### src/hdl/emgtd_pkg.sv
package emgtd_pkg;

    localparam int SAMPLE_W = 16;
    localparam int DZ_W     = 15;
    localparam int THR_W    = 16;

    typedef enum logic [0:0] {
        REG_DEADZONE = 1'd0,
        REG_TURN_THR = 1'd1
    } reg_index_t;

    typedef enum logic [1:0] {
        ST_IDLE,
        ST_DIV,
        ST_EMIT
    } state_t;

    // one divide job for the shared divider
    typedef struct packed {
        logic        start;
        logic        neg;
        logic [31:0] dividend;
        logic [13:0] divisor;
    } div_req_t;

endpackage

### src/hdl/emgtd_lane.sv
module emgtd_lane #(
    parameter int LAG   = 2,
    parameter int SUM_W = 27,
    parameter int CNT_W = 11
) (
    input  logic                                   clk,
    input  logic                                   rst_n,
    input  logic                                   step,
    input  logic                                   clear,
    input  logic                                   full_hist,
    input  logic signed [emgtd_pkg::SAMPLE_W-1:0]  sample,
    input  logic [emgtd_pkg::DZ_W-1:0]             deadzone,
    input  logic [emgtd_pkg::THR_W-1:0]            threshold,
    output logic signed [SUM_W-1:0]                sample_sum,
    output logic [SUM_W-1:0]                       length_sum,
    output logic [CNT_W-1:0]                       cross_count,
    output logic [CNT_W-1:0]                       turn_count
);
    localparam int DEPTH = 2 * LAG;

    logic signed [emgtd_pkg::SAMPLE_W-1:0] hist_reg [DEPTH];
    logic signed [SUM_W-1:0] sum_reg;
    logic [SUM_W-1:0]        len_reg;
    logic [CNT_W-1:0]        cross_reg;
    logic [CNT_W-1:0]        turn_reg;

    logic signed [16:0] fst, mid, lst, dz;
    logic [16:0] d_fm, d_ml;
    logic same, in_dz, extremum, big;

    always_comb
    begin
        fst  = 17'(hist_reg[DEPTH-1]);
        mid  = 17'(hist_reg[LAG-1]);
        lst  = 17'(sample);
        dz   = $signed({2'b00, deadzone});
        d_fm = (mid > fst) ? 17'(mid - fst) : 17'(fst - mid);
        d_ml = (mid > lst) ? 17'(mid - lst) : 17'(lst - mid);
        same = (mid >= 0 && fst >= 0) || (mid <= 0 && fst <= 0);
        in_dz = (mid < dz) && (mid > -dz) && (fst < dz) && (fst > -dz);
        extremum = (mid > fst && mid > lst) || (mid < fst && mid < lst);
        big = (d_fm > 17'(threshold)) || (d_ml > 17'(threshold));
    end

    always_ff @(posedge clk or negedge rst_n)
    begin
        if (!rst_n)
        begin
            for (int k = 0; k < DEPTH; k++)
                hist_reg[k] <= '0;
            sum_reg   <= '0;
            len_reg   <= '0;
            cross_reg <= '0;
            turn_reg  <= '0;
        end
        else if (clear)
        begin
            sum_reg   <= '0;
            len_reg   <= '0;
            cross_reg <= '0;
            turn_reg  <= '0;
        end
        else if (step)
        begin
            sum_reg <= sum_reg + SUM_W'(sample);
            if (full_hist)
            begin
                len_reg <= len_reg + SUM_W'(d_fm);
                if (!same && !in_dz)
                    cross_reg <= cross_reg + 1'b1;
                if (extremum && big)
                    turn_reg <= turn_reg + 1'b1;
            end
            hist_reg[0] <= sample;
            for (int k = 1; k < DEPTH; k++)
                hist_reg[k] <= hist_reg[k-1];
        end
    end

    assign sample_sum  = sum_reg;
    assign length_sum  = len_reg;
    assign cross_count = cross_reg;
    assign turn_count  = turn_reg;
endmodule

### src/hdl/emgtd_div.sv
// Restoring divider, one quotient bit per cycle.
module emgtd_div (
    input  logic                  clk,
    input  logic                  rst_n,
    input  emgtd_pkg::div_req_t   req,
    output logic                  done,
    output logic [31:0]           quotient
);
    logic [31:0] q_reg;
    logic [13:0] rem_reg;
    logic [13:0] dvs_reg;
    logic [5:0]  cnt_reg;
    logic        busy_reg;
    logic        neg_reg;
    logic [14:0] trial;

    assign trial = {rem_reg, q_reg[31]} - {1'b0, dvs_reg};

    always_ff @(posedge clk or negedge rst_n)
    begin
        if (!rst_n)
        begin
            busy_reg <= 1'b0;
            cnt_reg  <= '0;
            done     <= 1'b0;
        end
        else
        begin
            done <= 1'b0;
            if (req.start)
            begin
                busy_reg <= 1'b1;
                cnt_reg  <= 6'd32;
            end
            else if (busy_reg)
            begin
                cnt_reg <= cnt_reg - 1'b1;
                if (cnt_reg == 6'd1)
                begin
                    busy_reg <= 1'b0;
                    done     <= 1'b1;
                end
            end
        end
    end

    always_ff @(posedge clk)
    begin
        if (req.start)
        begin
            q_reg   <= req.dividend;
            rem_reg <= '0;
            dvs_reg <= req.divisor;
            neg_reg <= req.neg;
        end
        else if (busy_reg)
        begin
            if (!trial[14])
            begin
                rem_reg <= trial[13:0];
                q_reg   <= {q_reg[30:0], 1'b1};
            end
            else
            begin
                rem_reg <= {rem_reg[12:0], q_reg[31]};
                q_reg   <= {q_reg[30:0], 1'b0};
            end
        end
    end

    assign quotient = neg_reg ? (~q_reg + 32'd1) : q_reg;
endmodule

### src/hdl/emg_time_domain_features_unit.sv
// Four-channel EMG time-domain feature unit. Every channel has its own lane that
// updates sum, waveform length, zero crossings and turns in the cycle a sample
// vector is accepted, up to MAX_WINDOW samples per window; samples that do not
// close a window can be accepted back to back. The item that closes a window
// starts the merge stage: one shared divider forms the mean, waveform length,
// crossing rate and turn rate of each channel in turn (4 divides per channel),
// and the four results go out channel 0 first on m_axis, the channel index in
// tuser and channel 3 flagged in tlast. s_axis_tready is low from that item
// until the last result transaction.
module emg_time_domain_features_unit #(
    parameter int MAX_WINDOW = 1024,
    parameter int CHANNELS   = 4,
    parameter int LAG        = 2
) (
    input  logic                      clk,
    input  logic                      rst_n,
    input  logic                      s_axis_tvalid,
    output logic                      s_axis_tready,
    // sample_ch0 .. sample_ch(CHANNELS-1), 16 bits each
    input  logic [16*CHANNELS-1:0]    s_axis_tdata,
    input  logic                      s_axis_tlast,   // last_in_window
    output logic                      m_axis_tvalid,
    input  logic                      m_axis_tready,
    // mean_value, waveform_length, zero_cross_rate, turn_rate
    output logic [63:0]               m_axis_tdata,
    output logic [1:0]                m_axis_tuser,   // channel
    output logic                      m_axis_tlast,   // last_result
    input  logic                      cfg_we,
    input  logic [0:0]                cfg_index,
    input  logic [15:0]               cfg_data
);
    localparam int CNT_W = $clog2(MAX_WINDOW + 1);
    localparam int SUM_W = 16 + CNT_W;
    localparam int CH_W  = (CHANNELS > 1) ? $clog2(CHANNELS) : 1;

    logic [emgtd_pkg::DZ_W-1:0]  dz_reg;
    logic [emgtd_pkg::THR_W-1:0] thr_reg;
    logic [CNT_W-1:0]            count_reg;
    emgtd_pkg::state_t           state_reg, state_next;
    logic [CH_W-1:0]             ch_reg, ch_next;
    logic [1:0]                  feat_reg, feat_next;
    logic [15:0]                 res_reg [4];

    logic accept, step, clear, full_hist;
    logic signed [SUM_W-1:0] lane_sum   [CHANNELS];
    logic [SUM_W-1:0]        lane_len   [CHANNELS];
    logic [CNT_W-1:0]        lane_cross [CHANNELS];
    logic [CNT_W-1:0]        lane_turn  [CHANNELS];

    emgtd_pkg::div_req_t req;
    logic        div_done;
    logic [31:0] quot;
    logic        div_started_reg;

    assign accept    = s_axis_tvalid && s_axis_tready;
    assign step      = accept && (count_reg < CNT_W'(MAX_WINDOW));
    assign full_hist = count_reg >= CNT_W'(2 * LAG);
    assign clear     = (state_reg == emgtd_pkg::ST_EMIT) && m_axis_tready
                       && (ch_reg == CH_W'(CHANNELS - 1));

    for (genvar c = 0; c < CHANNELS; c++)
    begin : g_lane
        emgtd_lane #(.LAG(LAG), .SUM_W(SUM_W), .CNT_W(CNT_W)) u_lane (
            .clk        (clk),
            .rst_n      (rst_n),
            .step       (step),
            .clear      (clear),
            .full_hist  (full_hist),
            .sample     (s_axis_tdata[16*c +: 16]),
            .deadzone   (dz_reg),
            .threshold  (thr_reg),
            .sample_sum (lane_sum[c]),
            .length_sum (lane_len[c]),
            .cross_count(lane_cross[c]),
            .turn_count (lane_turn[c])
        );
    end

    // divide job for the current channel and feature
    logic signed [SUM_W-1:0] cur_sum;
    logic [SUM_W-1:0]        abs_sum;
    always_comb
    begin
        cur_sum      = lane_sum[ch_reg];
        abs_sum      = cur_sum[SUM_W-1] ? SUM_W'(-cur_sum) : SUM_W'(cur_sum);
        req.start    = (state_reg == emgtd_pkg::ST_DIV) && !div_started_reg;
        req.neg      = 1'b0;
        req.divisor  = 14'(count_reg);
        req.dividend = '0;
        unique case (feat_reg)
            2'd0:
            begin
                req.dividend = 32'(abs_sum);
                req.neg      = cur_sum[SUM_W-1];
            end
            2'd1:
            begin
                req.dividend = 32'(lane_len[ch_reg]);
                req.divisor  = 14'({count_reg, 1'b0});
            end
            2'd2: req.dividend = 32'({lane_cross[ch_reg], 16'd0});
            default: req.dividend = 32'({lane_turn[ch_reg], 16'd0});
        endcase
    end

    emgtd_div u_div (
        .clk     (clk),
        .rst_n   (rst_n),
        .req     (req),
        .done    (div_done),
        .quotient(quot)
    );

    always_comb
    begin
        state_next = state_reg;
        ch_next    = ch_reg;
        feat_next  = feat_reg;
        unique case (state_reg)
            emgtd_pkg::ST_IDLE:
                if (accept && s_axis_tlast)
                    state_next = emgtd_pkg::ST_DIV;
            emgtd_pkg::ST_DIV:
                if (div_done)
                begin
                    feat_next = feat_reg + 1'b1;
                    if (feat_reg == 2'd3)
                        state_next = emgtd_pkg::ST_EMIT;
                end
            emgtd_pkg::ST_EMIT:
                if (m_axis_tready)
                begin
                    if (ch_reg == CH_W'(CHANNELS - 1))
                    begin
                        state_next = emgtd_pkg::ST_IDLE;
                        ch_next    = '0;
                    end
                    else
                    begin
                        state_next = emgtd_pkg::ST_DIV;
                        ch_next    = ch_reg + 1'b1;
                    end
                end
            default: state_next = emgtd_pkg::ST_IDLE;
        endcase
    end

    always_ff @(posedge clk or negedge rst_n)
    begin
        if (!rst_n)
        begin
            state_reg       <= emgtd_pkg::ST_IDLE;
            ch_reg          <= '0;
            feat_reg        <= '0;
            count_reg       <= '0;
            dz_reg          <= 15'd33;
            thr_reg         <= 16'd49;
            div_started_reg <= 1'b0;
        end
        else
        begin
            state_reg <= state_next;
            ch_reg    <= ch_next;
            feat_reg  <= feat_next;
            if (req.start)
                div_started_reg <= 1'b1;
            else if (div_done)
                div_started_reg <= 1'b0;
            if (clear)
                count_reg <= '0;
            else if (step)
                count_reg <= count_reg + 1'b1;
            if (cfg_we)
            begin
                unique case (cfg_index)
                    emgtd_pkg::REG_DEADZONE: dz_reg  <= cfg_data[14:0];
                    emgtd_pkg::REG_TURN_THR: thr_reg <= cfg_data;
                endcase
            end
        end
    end

    always_ff @(posedge clk)
    begin
        if (div_done)
        begin
            if (feat_reg == 2'd0)
                res_reg[0] <= quot[15:0];
            else
                res_reg[feat_reg] <= (quot > 32'd65535) ? 16'hFFFF : quot[15:0];
        end
    end

    assign s_axis_tready = (state_reg == emgtd_pkg::ST_IDLE);
    assign m_axis_tvalid = (state_reg == emgtd_pkg::ST_EMIT);
    assign m_axis_tdata  = {res_reg[3], res_reg[2], res_reg[1], res_reg[0]};
    assign m_axis_tuser  = 2'(ch_reg);
    assign m_axis_tlast  = (ch_reg == CH_W'(CHANNELS - 1));
endmodule

### config.mk
export PLATFORM = sky130hd
export DESIGN_NAME = emg_time_domain_features_unit
export DESIGN_NICKNAME = d
export VERILOG_FILES = /design/src/hdl/emgtd_pkg.sv /design/src/hdl/emgtd_lane.sv /design/src/hdl/emgtd_div.sv /design/src/hdl/emg_time_domain_features_unit.sv
export SDC_FILE = /design/constraint.sdc
export NUM_CORES = 2
export LEC_CHECK = 0
export BUFFER_PORTS_ARGS = -buffer_cell sky130_fd_sc_hd__buf_2
export CAP_MARGIN = 20
export CORE_ASPECT_RATIO = 0.7
export CORE_MARGIN = 2
export CORE_UTILIZATION = 45
export CTS_CLUSTER_DIAMETER = 80
export CTS_CLUSTER_SIZE = 24
export DETAILED_ROUTE_END_ITERATION = 16
export PLACE_DENSITY = 0.59
export SETUP_SLACK_MARGIN = 0.02
export SKIP_LAST_GASP = 1
export SLEW_MARGIN = 20
export SYNTH_ARGS = -nofsm -noshare
export SYNTH_HDL_FRONTEND = slang
export SYNTH_HIERARCHICAL = 1
export SYNTH_SLANG_ARGS = --single-unit
### constraint.sdc
create_clock -name clk -period 8.6 [get_ports clk]
set_clock_uncertainty 0.15 [all_clocks]
set_input_delay 0.86 -clock clk [delete_from_list [all_inputs] [get_ports clk]]
set_output_delay 0.86 -clock clk [all_outputs]
set_load 0.05 [all_outputs]
==> reports/metrics.yaml <==
synth-edff-count: 111
regToRegSetupSlack_ns: 1.57
port_buffers: 155
synth_area_sq_um: 65200
cp_top_family: "compound AO/OA/AOI/OAI gates"
met2WireLength_mm: 90.2
highest_layer: "met5"
initial_core_util_pct: 45.5
hold_viol_final: 0
critPathMaxStageDelay_ns: 0.90
hold_slack_ns: 0.0199
grt_pass1_wl_mm: 341
fin_crit_ns: 7.03
postLayoutSetupSlackWorst_ns: 1.57
drt_iter0_markers: 5965
cp-start-kind: "register"
path_clk_slew_ns: 0.10
ios: 156
vias: 56075
drt_wl_total_mm: 230
rsz0062_at_grt: "no"
crit_path_frequent_cell: "o21ai_0"
synth_ff_type: "dfrtp_1"
ant_nets: 0
ctsHoldBuffers: 0
ys_seq_area_share_pct: 29.2
die-area_sq_um: 148000
grt_overflow: 0
antenna_found_initial: 23
grtUsageTotal_pct: 30.4
drtPass1Iterations: 6
layout_worst_path_cycle_share_pct: 81.7
post-cts-setup-buffers: 0
nFillCells: 13765
yosys_warnings: 6
drcViolationCount: 0
wl_met3_mm: 20.6
crit_type: "reg2reg"
final_util_pct: 48.4
fin_setup_tns_ns: 0
insertion_delay_ns: 0.72
max-cap-violations: 0
fmax_mhz: 142
yosysTopAreaCellShare_pct: 23.5
cts_root_buf: "clkbuf_16"
worstMarginPinSlew_ns: 1.11
largest_reg_flops: 192
dpl.hpwl_mm: 180
die_x_um: 459
cts_tree: "done"
cts-resized-gates: 0
area_delta_synth_final_pct: 6.54
regArea_sq_um: 19100
wl_per_cell_um: 25.1
grt_pass1_vias: 52045
path_cells: "inv_1 > ha_1 > nand2b_1 > a21oi_2 > nor4_1 > o31a_1 > o41a_4 > a21oi_2 > o21ai_0 > xnor2_1 > ha_1 > o21ai_0 > a21oi_1 > o21ai_0 > a21oi_1 > o21bai_1 > a311oi_1 > o21ai_0 > xor2_1 > nor2_1"
multi_input_area_sq_um: 42900
crit_required_ns: 9.01
ys_types: 137
wl_met1_mm: 112
drive_gt1_share_pct: 9.89
synthCells: 7226
slew-limit-headroom_pct: 26.2
synth_top_cell_by_area: "dfrtp_1"
synth.ff_latch_count: 742
status: "finished clean"
setup_viol: 0
cts_made_buffers: 50
htree_levels: 2
worstPathBufferInverterCount: 1
rows: 116
via_per_inst: 6.12
clock_sinks: 742
synthArstFlopShare_pct: 83.2
worstPathMaxFanout: 18
grt_max_degree: 188
cts_buffer_depth: 3
arrival_ns: 7.43
die_h_um: 322
slowest_stage: "a311oi_1"
crit_path_end_kind: "register"
drv_slew: 0
num-nets-final: 8182
min_path_type: "in2async"
synth_top_cells_by_area: "dfrtp_1 (23%), ha_1 (16%), edfxtp_1 (5.1%), o21ai_0 (4.0%), a21oi_1 (3.7%)"
synth_area_per_cell_sq_um: 9.02
post-place-ws_ns: 1.33
core-area_sq_um: 143000
place_congestion: 1.01
## path summary, 6_finish.rpt
check	startpoint	to	cells after the start
setup reg to reg	g_lane[0].u_lane/hist_reg[33]	g_lane[0].u_lane/length_sum[22]	20
min in group clk	cfg_data[15]	thr_reg[15]	2
setup / recovery	g_lane[0].u_lane/hist_reg[33]	g_lane[0].u_lane/length_sum[22]	20
hold reg to reg	g_lane[3].u_lane/hist_reg[18]	g_lane[3].u_lane/fst[2]	2
max in group asynchronous	rst_n	g_lane[3].u_lane/hist_reg[18]	3
hold / removal	rst_n	g_lane[0].u_lane/hist_reg[26]	1
## routing by layer
layer  up-vias  track usage [%]
li1      26263                -
met1     27515             47.3
met2      2050             42.0
met3       243             5.94
met4         4             8.17
met5         -                0
## layout by cell type, fill, tap and decap left out, drive strengths merged, types with 19 or more instances in the layout
cell     count
fa          25
a2111oi     28
or3         59
nor2b      137
o22ai       25
ha         844
nand3b      21
dfrtp      612
mux2       204
and3        59
and4        19
nor3       119
clkbuf      63
nand3      162
xor2       152
o31ai       52
a31oi       65
buf        220
a311oi      20
a21o       212
nand2      558
o21bai      54
o211ai      52
edfxtp     111
mux4        75
and2        36
a21oi      494
or4         32
nand4      135
xnor2      243
nor2       517
a211oi      90
mux2i      136
inv        545
nor4        79
or2         35
o21ai      537
o21a        70
nand2b      61
## synthesized netlist by cell type (all sizes together) (111+ instances only)
library cell	number
nor3	119
xor2	152
nand3	162
buf	121
xnor2	243
nand4	135
mux2	204
ha	844
clkbuf	156
nor2	517
edfxtp	111
nand2	558
mux2i	136
a21o	212
inv	533
a21oi	494
dfrtp	612
o21ai	537
nor2b	137
## cells by family (layout without fill, tap and decap cells)
| family | Yosys count | in the layout | share of synthesized area, % |
|---|---|---|---|
| fa+ha+maj | 869 | 869 | 17.0 |
| flops | 742 | 742 | 29.2 |
| mux | 415 | 415 | 8.28 |
| simple gates | 2064 | 2064 | 15.8 |
| buf+inv | 813 | 849 | 5.18 |
| xor+xnor | 395 | 395 | 5.35 |
| compound gates | 1927 | 1927 | 19.2 |
| other cells | 1 | 9 | 0.00575 |
## through the flow
stage	instances	cell area, sq um
finish	9158	69500
global route	9157	69500
CTS	9156	69500
detailed placement	9062	67600
global placement	9062	67600
floorplan	7232	65200
## layout make-up
class,count,area share [%]
Sequential cell,742,27.5
Inverter,535,2.89
Antenna cell,2,0.00720
Tap cell,1888,3.40
Clock buffer,63,1.96
Multi-Input combinational cell,5677,61.7
Timing Repair Buffer,220,1.92
Clock inverter,31,0.668
Power is left out: the tool's default activity adds up to more than one toggle a clock period on the data nets, which glitch-free logic cannot reach.
